$ cat config.mk
export PLATFORM = sky130hd
export DESIGN_NAME = utf8_to_utf16_transcoder_core
export DESIGN_NICKNAME = d
export VERILOG_FILES = /design/src/rtl/u2u_pkg.sv /design/src/rtl/u2u_front.sv /design/src/rtl/u2u_queue.sv /design/src/rtl/u2u_back.sv /design/src/rtl/utf8_to_utf16_transcoder_core.sv
export SDC_FILE = /design/constraint.sdc
export NUM_CORES = 1
export LEC_CHECK = 0
export ABC_AREA = 0
export BUFFER_PORTS_ARGS = -buffer_cell sky130_fd_sc_hd__buf_4
export CAP_MARGIN = 25
export CELL_PAD_IN_SITES_DETAIL_PLACEMENT = 1
export CELL_PAD_IN_SITES_GLOBAL_PLACEMENT = 2
export CORE_UTILIZATION = 25
export DETAILED_ROUTE_END_ITERATION = 16
export PLACE_DENSITY_LB_ADDON = 0.1
export SLEW_MARGIN = 20
export SYNTH_ARGS = -nofsm -noshare
export SYNTH_HDL_FRONTEND = slang
export SYNTH_SLANG_ARGS = --single-unit
$ cat constraint.sdc
create_clock -name i_clk -period 5.1 [get_ports i_clk]
set_input_delay 0.255 -clock i_clk [delete_from_list [all_inputs] [get_ports i_clk]]
set_output_delay 0.255 -clock i_clk [all_outputs]
set_load 0.01 [all_outputs]
$ cat src/rtl/u2u_pkg.sv
// u2u_pkg: shared types and constants for the utf-8 to utf-16 transcoder
// used by the front decoder, the run queue, the byte serializer and the top level
`default_nettype none

package u2u_pkg;

    // status codes
    localparam logic [2:0] ST_OK        = 3'd0;
    localparam logic [2:0] ST_BAD_CONT  = 3'd1;
    localparam logic [2:0] ST_BAD_LEAD  = 3'd2;
    localparam logic [2:0] ST_TOO_BIG   = 3'd3;
    localparam logic [2:0] ST_SURROGATE = 3'd4;
    localparam logic [2:0] ST_TRUNCATED = 3'd5;

    // code point limits
    localparam logic [20:0] CP_MAX      = 21'h10ffff;
    localparam logic [20:0] CP_BMP_MAX  = 21'h00ffff;
    localparam logic [20:0] CP_SUR_LO   = 21'h00d800;
    localparam logic [20:0] CP_SUR_HI   = 21'h00dfff;
    localparam logic [15:0] HI_SUR_BASE = 16'hd800 - 16'h0040;
    localparam logic [15:0] LO_SUR_BASE = 16'hdc00;

    // run queue geometry
    localparam int Q_DEPTH = 4;
    localparam int Q_AW    = $clog2(Q_DEPTH);

    // one queued run: the results caused by one input transaction
    typedef struct packed {
        logic [15:0] unit_hi;    // first code unit (the only one for a bmp char)
        logic [15:0] unit_lo;    // low surrogate when two_units is set
        logic        two_units;
        logic        is_status;  // status-only result, no data octets
        logic        le;         // octet order captured at decode time
        logic        last;       // run closes the string
        logic [2:0]  status;
        logic [31:0] length;     // octets produced for the string so far
    } t_run;

endpackage

`default_nettype wire

$ cat src/rtl/u2u_front.sv
// u2u_front: utf-8 decoder that classifies each octet and builds output runs
// depends on u2u_pkg
`default_nettype none

module u2u_front (
    input  wire logic          i_clk,
    input  wire logic          i_rst_n,
    input  wire logic          i_accept,
    input  wire logic [7:0]    i_in_byte,
    input  wire logic          i_last_in,
    input  wire logic          i_cfg_we,
    input  wire logic          i_cfg_wdata,
    output      logic          o_push,
    output      u2u_pkg::t_run o_run
);

    logic [1:0]  r_due,  n_due;
    logic [20:0] r_acc,  n_acc;
    logic [2:0]  r_err,  n_err;
    logic [31:0] r_len,  n_len;
    logic        r_le;

    logic [20:0] acc_shift;
    logic [20:0] cp;
    logic        emit;
    logic        two;

    assign acc_shift = {r_acc[14:0], i_in_byte[5:0]};

    always_comb begin
        n_due = r_due;
        n_acc = r_acc;
        n_err = r_err;
        emit  = 1'b0;
        cp    = 21'd0;
        if (r_err == u2u_pkg::ST_OK) begin
            if (r_due != 2'd0) begin
                if (i_in_byte[7:6] != 2'b10) begin
                    n_err = u2u_pkg::ST_BAD_CONT;
                end else begin
                    n_acc = acc_shift;
                    n_due = r_due - 2'd1;
                    if (r_due == 2'd1) begin
                        if (acc_shift > u2u_pkg::CP_MAX) begin
                            n_err = u2u_pkg::ST_TOO_BIG;
                        end else if (acc_shift >= u2u_pkg::CP_SUR_LO &&
                                     acc_shift <= u2u_pkg::CP_SUR_HI) begin
                            n_err = u2u_pkg::ST_SURROGATE;
                        end else begin
                            emit = 1'b1;
                            cp   = acc_shift;
                        end
                    end
                end
            end else if (i_in_byte[7] == 1'b0) begin
                emit = 1'b1;
                cp   = {13'd0, i_in_byte};
            end else if (i_in_byte[7:5] == 3'b110) begin
                n_acc = {16'd0, i_in_byte[4:0]};
                n_due = 2'd1;
            end else if (i_in_byte[7:4] == 4'b1110) begin
                n_acc = {17'd0, i_in_byte[3:0]};
                n_due = 2'd2;
            end else if (i_in_byte[7:3] == 5'b11110) begin
                n_acc = {18'd0, i_in_byte[2:0]};
                n_due = 2'd3;
            end else begin
                n_err = u2u_pkg::ST_BAD_LEAD;
            end
            if (i_last_in && n_err == u2u_pkg::ST_OK && n_due != 2'd0) begin
                n_err = u2u_pkg::ST_TRUNCATED;
            end
        end
    end

    assign two   = (cp > u2u_pkg::CP_BMP_MAX);
    assign n_len = emit ? (r_len + (two ? 32'd4 : 32'd2)) : r_len;

    always_comb begin
        o_run.unit_hi   = two ? (u2u_pkg::HI_SUR_BASE + {5'd0, cp[20:10]}) : cp[15:0];
        o_run.unit_lo   = u2u_pkg::LO_SUR_BASE | {6'd0, cp[9:0]};
        o_run.two_units = two;
        o_run.is_status = !emit;
        o_run.le        = r_le;
        o_run.last      = i_last_in;
        o_run.status    = emit ? u2u_pkg::ST_OK : n_err;
        o_run.length    = n_len;
    end

    // an octet that completes nothing and ends nothing produces no run
    assign o_push = i_accept && (emit || (i_last_in && n_err != u2u_pkg::ST_OK));

    always_ff @(posedge i_clk) begin
        if (!i_rst_n) begin
            r_due <= 2'd0;
            r_acc <= 21'd0;
            r_err <= u2u_pkg::ST_OK;
            r_len <= 32'd0;
            r_le  <= 1'b0;
        end else begin
            if (i_cfg_we) begin
                r_le <= i_cfg_wdata;
            end
            if (i_accept) begin
                if (i_last_in) begin
                    r_due <= 2'd0;
                    r_acc <= 21'd0;
                    r_err <= u2u_pkg::ST_OK;
                    r_len <= 32'd0;
                end else begin
                    r_due <= n_due;
                    r_acc <= n_acc;
                    r_err <= n_err;
                    r_len <= n_len;
                end
            end
        end
    end

endmodule

`default_nettype wire

$ cat src/rtl/u2u_queue.sv
// u2u_queue: short run queue between the decoder and the serializer
// depends on u2u_pkg
`default_nettype none

module u2u_queue (
    input  wire logic          i_clk,
    input  wire logic          i_rst_n,
    input  wire logic          i_push,
    input  wire u2u_pkg::t_run i_run,
    input  wire logic          i_pop,
    output      logic          o_valid,
    output      logic          o_full,
    output      u2u_pkg::t_run o_run
);

    u2u_pkg::t_run r_mem [u2u_pkg::Q_DEPTH];
    logic [u2u_pkg::Q_AW-1:0] r_wptr;
    logic [u2u_pkg::Q_AW-1:0] r_rptr;
    logic [u2u_pkg::Q_AW:0]   r_count;

    logic do_push;
    logic do_pop;

    assign o_valid = (r_count != '0);
    assign o_full  = (r_count == (u2u_pkg::Q_AW+1)'(u2u_pkg::Q_DEPTH));
    assign o_run   = r_mem[r_rptr];
    assign do_push = i_push && !o_full;
    assign do_pop  = i_pop && o_valid;

    always_ff @(posedge i_clk) begin
        if (do_push) begin
            r_mem[r_wptr] <= i_run;
        end
    end

    always_ff @(posedge i_clk) begin
        if (!i_rst_n) begin
            r_wptr  <= '0;
            r_rptr  <= '0;
            r_count <= '0;
        end else begin
            if (do_push) begin
                r_wptr <= r_wptr + 1'b1;
            end
            if (do_pop) begin
                r_rptr <= r_rptr + 1'b1;
            end
            case ({do_push, do_pop})
                2'b10:   r_count <= r_count + 1'b1;
                2'b01:   r_count <= r_count - 1'b1;
                default: r_count <= r_count;
            endcase
        end
    end

endmodule

`default_nettype wire

$ cat src/rtl/u2u_back.sv
// u2u_back: serializes queued runs into utf-16 octets behind an output register
// depends on u2u_pkg
`default_nettype none

module u2u_back (
    input  wire logic          i_clk,
    input  wire logic          i_rst_n,
    input  wire logic          i_q_valid,
    input  wire u2u_pkg::t_run i_run,
    output      logic          o_pop,
    output      logic          o_valid,
    input  wire logic          i_stall,
    output      logic [7:0]    o_out_byte,
    output      logic          o_byte_valid,
    output      logic          o_run_last,
    output      logic          o_string_done,
    output      logic [2:0]    o_status,
    output      logic [31:0]   o_out_length
);

    logic [1:0] r_idx;
    logic       r_valid;
    logic       load;
    logic [1:0] idx_last;
    logic       at_last;
    logic       done;
    logic [15:0] unit;
    logic [7:0]  octet;

    assign load     = !r_valid || !i_stall;
    assign idx_last = i_run.is_status ? 2'd0 : (i_run.two_units ? 2'd3 : 2'd1);
    assign at_last  = (r_idx == idx_last);
    assign done     = at_last && i_run.last;
    assign unit     = r_idx[1] ? i_run.unit_lo : i_run.unit_hi;
    assign octet    = (r_idx[0] ^ i_run.le) ? unit[7:0] : unit[15:8];
    assign o_pop    = load && i_q_valid && at_last;
    assign o_valid  = r_valid;

    always_ff @(posedge i_clk) begin
        if (load && i_q_valid) begin
            o_out_byte    <= i_run.is_status ? 8'd0 : octet;
            o_byte_valid  <= !i_run.is_status;
            o_run_last    <= at_last;
            o_string_done <= done;
            o_status      <= done ? i_run.status : u2u_pkg::ST_OK;
            o_out_length  <= (done && !i_run.is_status) ? i_run.length : 32'd0;
        end
    end

    always_ff @(posedge i_clk) begin
        if (!i_rst_n) begin
            r_valid <= 1'b0;
            r_idx   <= 2'd0;
        end else if (load) begin
            r_valid <= i_q_valid;
            if (i_q_valid) begin
                r_idx <= at_last ? 2'd0 : (r_idx + 2'd1);
            end
        end
    end

endmodule

`default_nettype wire

$ cat src/rtl/utf8_to_utf16_transcoder_core.sv
// utf8_to_utf16_transcoder_core: utf-8 octet stream in, utf-16 octets out
// path: a result is written into the run queue, then loaded into the output register
// throughput: one input octet per cycle while the four-entry run queue has room;
//   the serializer sends one octet per cycle while not stalled, so a bmp char is sent as two octets
// reset: synchronous active-low; clears decoder state, empties the queue, big-endian order
// depends on u2u_pkg, u2u_front, u2u_queue, u2u_back
`default_nettype none

module utf8_to_utf16_transcoder_core (
    input  wire logic        i_clk,
    input  wire logic        i_rst_n,
    // input channel
    input  wire logic        i_valid,
    output      logic        o_stall,
    input  wire logic [7:0]  i_in_byte,
    input  wire logic        i_last_in,
    // configuration
    input  wire logic        i_cfg_we,
    input  wire logic        i_cfg_wdata,
    // output channel
    output      logic        o_valid,
    input  wire logic        i_stall,
    output      logic [7:0]  o_out_byte,
    output      logic        o_byte_valid,
    output      logic        o_run_last,
    output      logic        o_string_done,
    output      logic [2:0]  o_status,
    output      logic [31:0] o_out_length
);

    u2u_pkg::t_run front_run;
    u2u_pkg::t_run head_run;
    logic          push;
    logic          pop;
    logic          q_valid;
    logic          q_full;
    logic          accept;

    // input transaction is taken whenever the queue has room, even for
    // octets that produce no run
    assign o_stall = q_full;
    assign accept  = i_valid && !q_full;

    // decoder: gathers code points and turns each octet into at most one run
    u2u_front u_front (
        .i_clk       (i_clk),
        .i_rst_n     (i_rst_n),
        .i_accept    (accept),
        .i_in_byte   (i_in_byte),
        .i_last_in   (i_last_in),
        .i_cfg_we    (i_cfg_we),
        .i_cfg_wdata (i_cfg_wdata),
        .o_push      (push),
        .o_run       (front_run)
    );

    // decouples the decoder from output back-pressure
    u2u_queue u_queue (
        .i_clk   (i_clk),
        .i_rst_n (i_rst_n),
        .i_push  (push),
        .i_run   (front_run),
        .i_pop   (pop),
        .o_valid (q_valid),
        .o_full  (q_full),
        .o_run   (head_run)
    );

    // serializer: one octet or status result per output transaction
    u2u_back u_back (
        .i_clk         (i_clk),
        .i_rst_n       (i_rst_n),
        .i_q_valid     (q_valid),
        .i_run         (head_run),
        .o_pop         (pop),
        .o_valid       (o_valid),
        .i_stall       (i_stall),
        .o_out_byte    (o_out_byte),
        .o_byte_valid  (o_byte_valid),
        .o_run_last    (o_run_last),
        .o_string_done (o_string_done),
        .o_status      (o_status),
        .o_out_length  (o_out_length)
    );

endmodule

`default_nettype wire

; Yosys cells after proc, flatten, opt, wreduce, memory -nomap -nowiden
; Memory sizes are Yosys's and may differ from the RTL's. A register that Yosys moved wholly into a read port is not among the register bits.
; Cells that the tools add are included.
; W data, S select, Z words.
[totals]
regBits = 109
ram_bits = 260
in_bits = 15
output_inout_bits = 48
wordCells = 131
mem_count = 1
[op_classes]
addsub = 8
order_cmp = 4
n_eq_ne = 10
n_mux = 59
n_bitwise = 1
n_reduce_logical = 32
[memory_table]
columns = memory, depth, word_bits, read_ports, rd_ports_with_merged_regs, wr, line
row1 = u_queue.r_mem, 4, 65, 1, 1, 1, u2u_queue.sv:16  ; u2u_pkg::t_run r_mem [u2u_pkg::Q_DEPTH];
[op_table]
columns = operator, n
row1 = $mux W21, 6
row2 = $mux W15, 8
row3 = $mux W32, 2
row4 = $mux W3, 15
row5 = $add A32 B32 Y32, 1
row6 = $mux W16, 2
row7 = $mux W2, 14
row8 = $ge A21 B16 Y1 const B, 1
row9 = $gt A21 B16 Y1 const B, 1
row10 = $gt A21 B21 Y1 const B, 1
row11 = $le A21 B16 Y1 const B, 1
row12 = $add A15 B12 Y16 const A, 1
row13 = $logic_and A1 B1 Y1, 12
row14 = $mux W1, 9
row15 = $reduce_bool A3 Y1, 3
row16 = $mux W8, 1
row17 = $reduce_bool A2 Y1, 4
row18 = $mux W7, 1
row19 = $add A2 B1 Y2 const B, 3
row20 = $eq A3 B3 Y1 const B, 2
row21 = $logic_not A3 Y1, 2
row22 = $pmux W3 S2, 1
row23 = $eq A5 B5 Y1 const B, 1
row24 = $logic_not A1 Y1, 5
row25 = other kinds (14), 17

; Logic depth before layout (Yosys ltp)
[logic_depth]
ltp_word = 20
mapped_depth = 21
mapped_depth_nobuf = 19

; Modules after synthesis
; From an unflattened synthesis, not the netlist that was laid out.
[unflattened]
cells_unflattened = 1087
hier_area_um2 = 16892.5
[by_module_without_submodules]
columns = module, instances, cells_each, area_each_um2, seq_area_each_um2
row1 = u2u_queue, 1, 423, 10811.6, 8708.4
row2 = u2u_front, 1, 534, 3948.8, 1041.0
row3 = u2u_back, 1, 129, 2118.3, 1441.4
row4 = utf8_to_utf16_transcoder_core, 1, 1, 13.8, 0.0

; Worst setup path after synthesis
; Ideal clock, no wire load.
[synth_path]
kind = register -> register
from = register u_front.r_due[0]
to = register u_front.r_len[12]
setup_time_ns = 0.070
t_arrival_ns = 4.571
required_ns = 5.030
setup_slack_ns = 0.458
path_stages_with_launch = 22
path_buffers = 2
period_less_slack_ns = 4.642
cell_sequence = dfxtp_1 > inv_1 > ha_1 > nor4_1 > nand2_1 > nor2_1 > nand2_1 > ha_1 > and2_1 > and4_1 > and4_1 > clkbuf_1 > and2_1 > nor2_1 > ha_1 > a21o_1 > nand2_1 > a211oi_1 > buf_2 > nand2_1 > or3_1 > a21oi_1
[synth_rtl]
columns = element, line
row1 = from (decl), u2u_front.sv:17  ; logic [1:0] r_due, n_due;
row2 = from (signal assigned), u2u_front.sv:111  ; r_due <= n_due;
row3 = to (signal assigned), u2u_front.sv:114  ; r_len <= n_len;
row4 = to (decl), u2u_front.sv:20  ; logic [31:0] r_len, n_len;

==> flow_summary.yaml <==
outcome:
  status: "finished clean"
sta:
  slew_headroom: 0.352
  fin_setup_tns_ns: 0
  tightestPinTransition_ns: 0.972
  rsz0062_at_grt: "no"
  fmax_mhz: 220
  period_minus_slack_ns: 4.54
  slew_violations: 0
  post-route-period-util: 0.890
  finalClockSkew_ns: 0.0139
  setup-violations-final: 0
  hold_viol: 0
  layout_setup_ws_ns: 0.561
cts:
  cts_buffer_depth: 3
  clk_pin_slew_ns: 0.06
  clkSinkCount: 365
  clock_latency_ns: 0.57
  cts-root-buf: "clkbuf_16"
  cts_tree: "yes"
  numCtsBuffers: 43
  htreeDepth: 2
pwr:
  p_comb_frac: 0.190
  p_clk_frac: 0.361
  fin_total_pwr_mw: 8.46
  switching_share: 0.273
  share_seq_of_total_power: 0.449
  p_leak_nw: 6.04
  intPower_mw: 6.15
  p_sw_mw: 2.31
  powerDensity_nw_per_um2: 450
  ir_worst_vdd_mv: 0.200
critical_path:
  critPathArrivalTime_ns: 4.89
  critPathKind: "reg2reg"
  critPathLaunchType: "flip-flop"
  worst_setup_path_end_kind: "flip-flop"
  required_ns: 5.45
  crit_fanout: 6
drt:
  drtPass1Iterations: 4
  wl_per_cell_um: 21.1
  finalWirelength_mm: 43.1
  viasPerCell: 4.61
  drc_errors: 0
  vias: 9414
  drt_iter0_drc: 424
  ant_nets: 0
floorplan:
  die_x_um: 252
  rows: 91
  io_pins: 63
  start_util: 0.254
  coreArea_um2: 61800
  dieArea_um2: 63700
  die_y_um: 252
global_route:
  antenna_found_initial: 1
  grt_pass1_wl_mm: 64.8
  grtUsageTotal: 0.137
  grt_max_degree: 50
  grt_pass1_vias: 9839
  grt_overflow: 0
placed_design:
  dp_hpwl_mm: 27.6
  placed_area_um2: 17300
  place.port_buffers: 61
  post-place-ws_ns: 0.262
  place_congestion: 0.745
layout:
  final_cell_mix: "301 x edfxtp_1, 98 x buf_4, 73 x nand2_1"
  syn_to_final_growth_pct: 19.9
  fin_nets: 1195
  design_area_um2: 18800
  drive_gt1_frac: 0.222
  final_common_cell: "edfxtp_1"
worst_hold_path:
  holdCritPathClass: "in2reg"
synthesis:
  synth_top_cell_by_area: "edfxtp_1"
  ys_ff_latch: 365
  syn_inst: 1077
  netlist_area_um2: 15700
  synth-edff-count: 301
  syn_nets: 1105
  async_flop_share: 0
  ys_types: 73
  synth_ff_type: "edfxtp_1"
  yosysSeqAreaShare: 0.658
  syn_avg_cell_area_um2: 14.6
  yosys_warnings: 0
  synth_top_area_share: 0.576
  synth_area_leaders: "edfxtp_1 58%, mux4_2 9.5%, dfxtp_1 8.2%"
flow_run:
  drv_cap: 0
-- worst max-delay path, stage by stage (launching register included) --
cell       delay (ns)
dfxtp_1          0.40
inv_1            0.09
ha_1             0.23
nor4_1           0.31
nand2_1          0.19
nor2_1           0.20
nand2_1          0.11
ha_1             0.21
and2_1           0.15
and4_1           0.20
and4_1           0.21
and2_1           0.22
nor2_2           0.21
fa_1             0.30
inv_1            0.13
a2111oi_4        0.44
buf_4            0.20
nand4_1          0.16
xnor2_1          0.35
-- synthesized netlist by cell type, types with 5 or more instances --
library cell	instances
o31ai_1	12
ha_1	11
and4_1	6
nand2_1	73
xor2_1	9
or3_1	19
o21ai_0	53
nand4b_1	5
nand3_1	33
edfxtp_1	301
nor3_1	10
and3_1	16
and2_1	21
buf_2	8
o21a_1	7
dfxtp_1	64
inv_1	21
xnor2_1	27
nand3b_1	7
nor2b_1	34
a31oi_1	21
a21oi_1	55
clkbuf_1	50
nand4_1	9
nor2_1	43
mux4_2	66
nor3b_1	5
mux2i_1	9
-- cell families (layout without fill, tap and decap cells) --
family	after synthesis	after routing	synth area share
AO/OA/AOI/OAI	191	191	0.0801
XOR/XNOR	36	36	0.0201
adder cells (fa/ha/maj)	13	13	0.0113
buffers and inverters	86	211	0.0217
flip-flops	365	365	0.658
multiplexers	78	78	0.103
other	1	3	0.000239
AND/OR/NAND/NOR	307	307	0.106
-- registers in the layout (all words and copies together), names as in the netlist, 3 cells and up, named ones only --
register,flops
u_back.o_out_byte,8
u_back.o_out_length,31
u_back.o_status,3
u_front.r_acc,15
u_front.r_err,3
u_front.r_len,31
u_queue.r_count,3
u_queue.r_mem,256
-- per-stage QoR --
stage	cells	hold slack, ns	util
6_report	2041	0.0279	0.304
5_1_grt	2039	0.0204	0.304
4_1_cts	2034	0.000283	0.303
3_5_place_dp	1948	0.457	0.280
3_3_place_gp	1948	0.455	0.280
2_1_floorplan	1077	0.354	-
-- area by class of cell --
class	instances	area (um2)
diodes	2	5.00
clock buffers	58	1190
clock inverters	22	214
fillers	6487	43000
inverters	22	82.6
multi-input cells	626	5050
flip-flops and latches	365	10300
well taps	837	1050
repair buffers	109	891
-- path summary, 6_finish.rpt --
path | from | to | slack [ns] | depth (start not counted)
worst max register to register | u_front.r_due[0] | u_queue.r_mem[2][17] | 0.56 | 18
worst min register to register | u_front.r_due[1] | u_front.r_due[1] | 0.46 | 2
worst min-delay path | i_in_byte[1] | u_front.r_acc[1] | 0.03 | 3
worst max-delay path | u_front.r_due[0] | u_queue.r_mem[2][17] | 0.56 | 18
-- power by group through the flow --
| stage | Sequential [mW] | Clock [mW] | Combinational (mW) |
|---|---|---|---|
| 3_5_place_dp | 3.87 | 0 | 1.68 |
| 2_1_floorplan | 3.96 | 0 | 0.804 |
| 3_3_place_gp | 3.86 | 0 | 1.68 |
| 6_report | 3.80 | 3.06 | 1.61 |
| 4_1_cts | 3.81 | 3.19 | 1.69 |
| 5_1_grt | 3.83 | 3.28 | 1.77 |
-- repair_timing --
item,CTS,global route
setup endpoints to repair,0,81
endpoints found under the hold margin,6,0
resized for setup,0,1
setup buffers,0,4
hold buffers,6,0
-- layer usage --
| metal | global-route usage | share of wire |
|---|---|---|
| met4 | 0.0367 | 0.019 |
| met2 | 0.208 | 0.44 |
| met3 | 0.0229 | 0.034 |
| met5 | 0 | 0 |
| met1 | 0.201 | 0.51 |
Note: power is estimated with default switching activity, not from simulation.
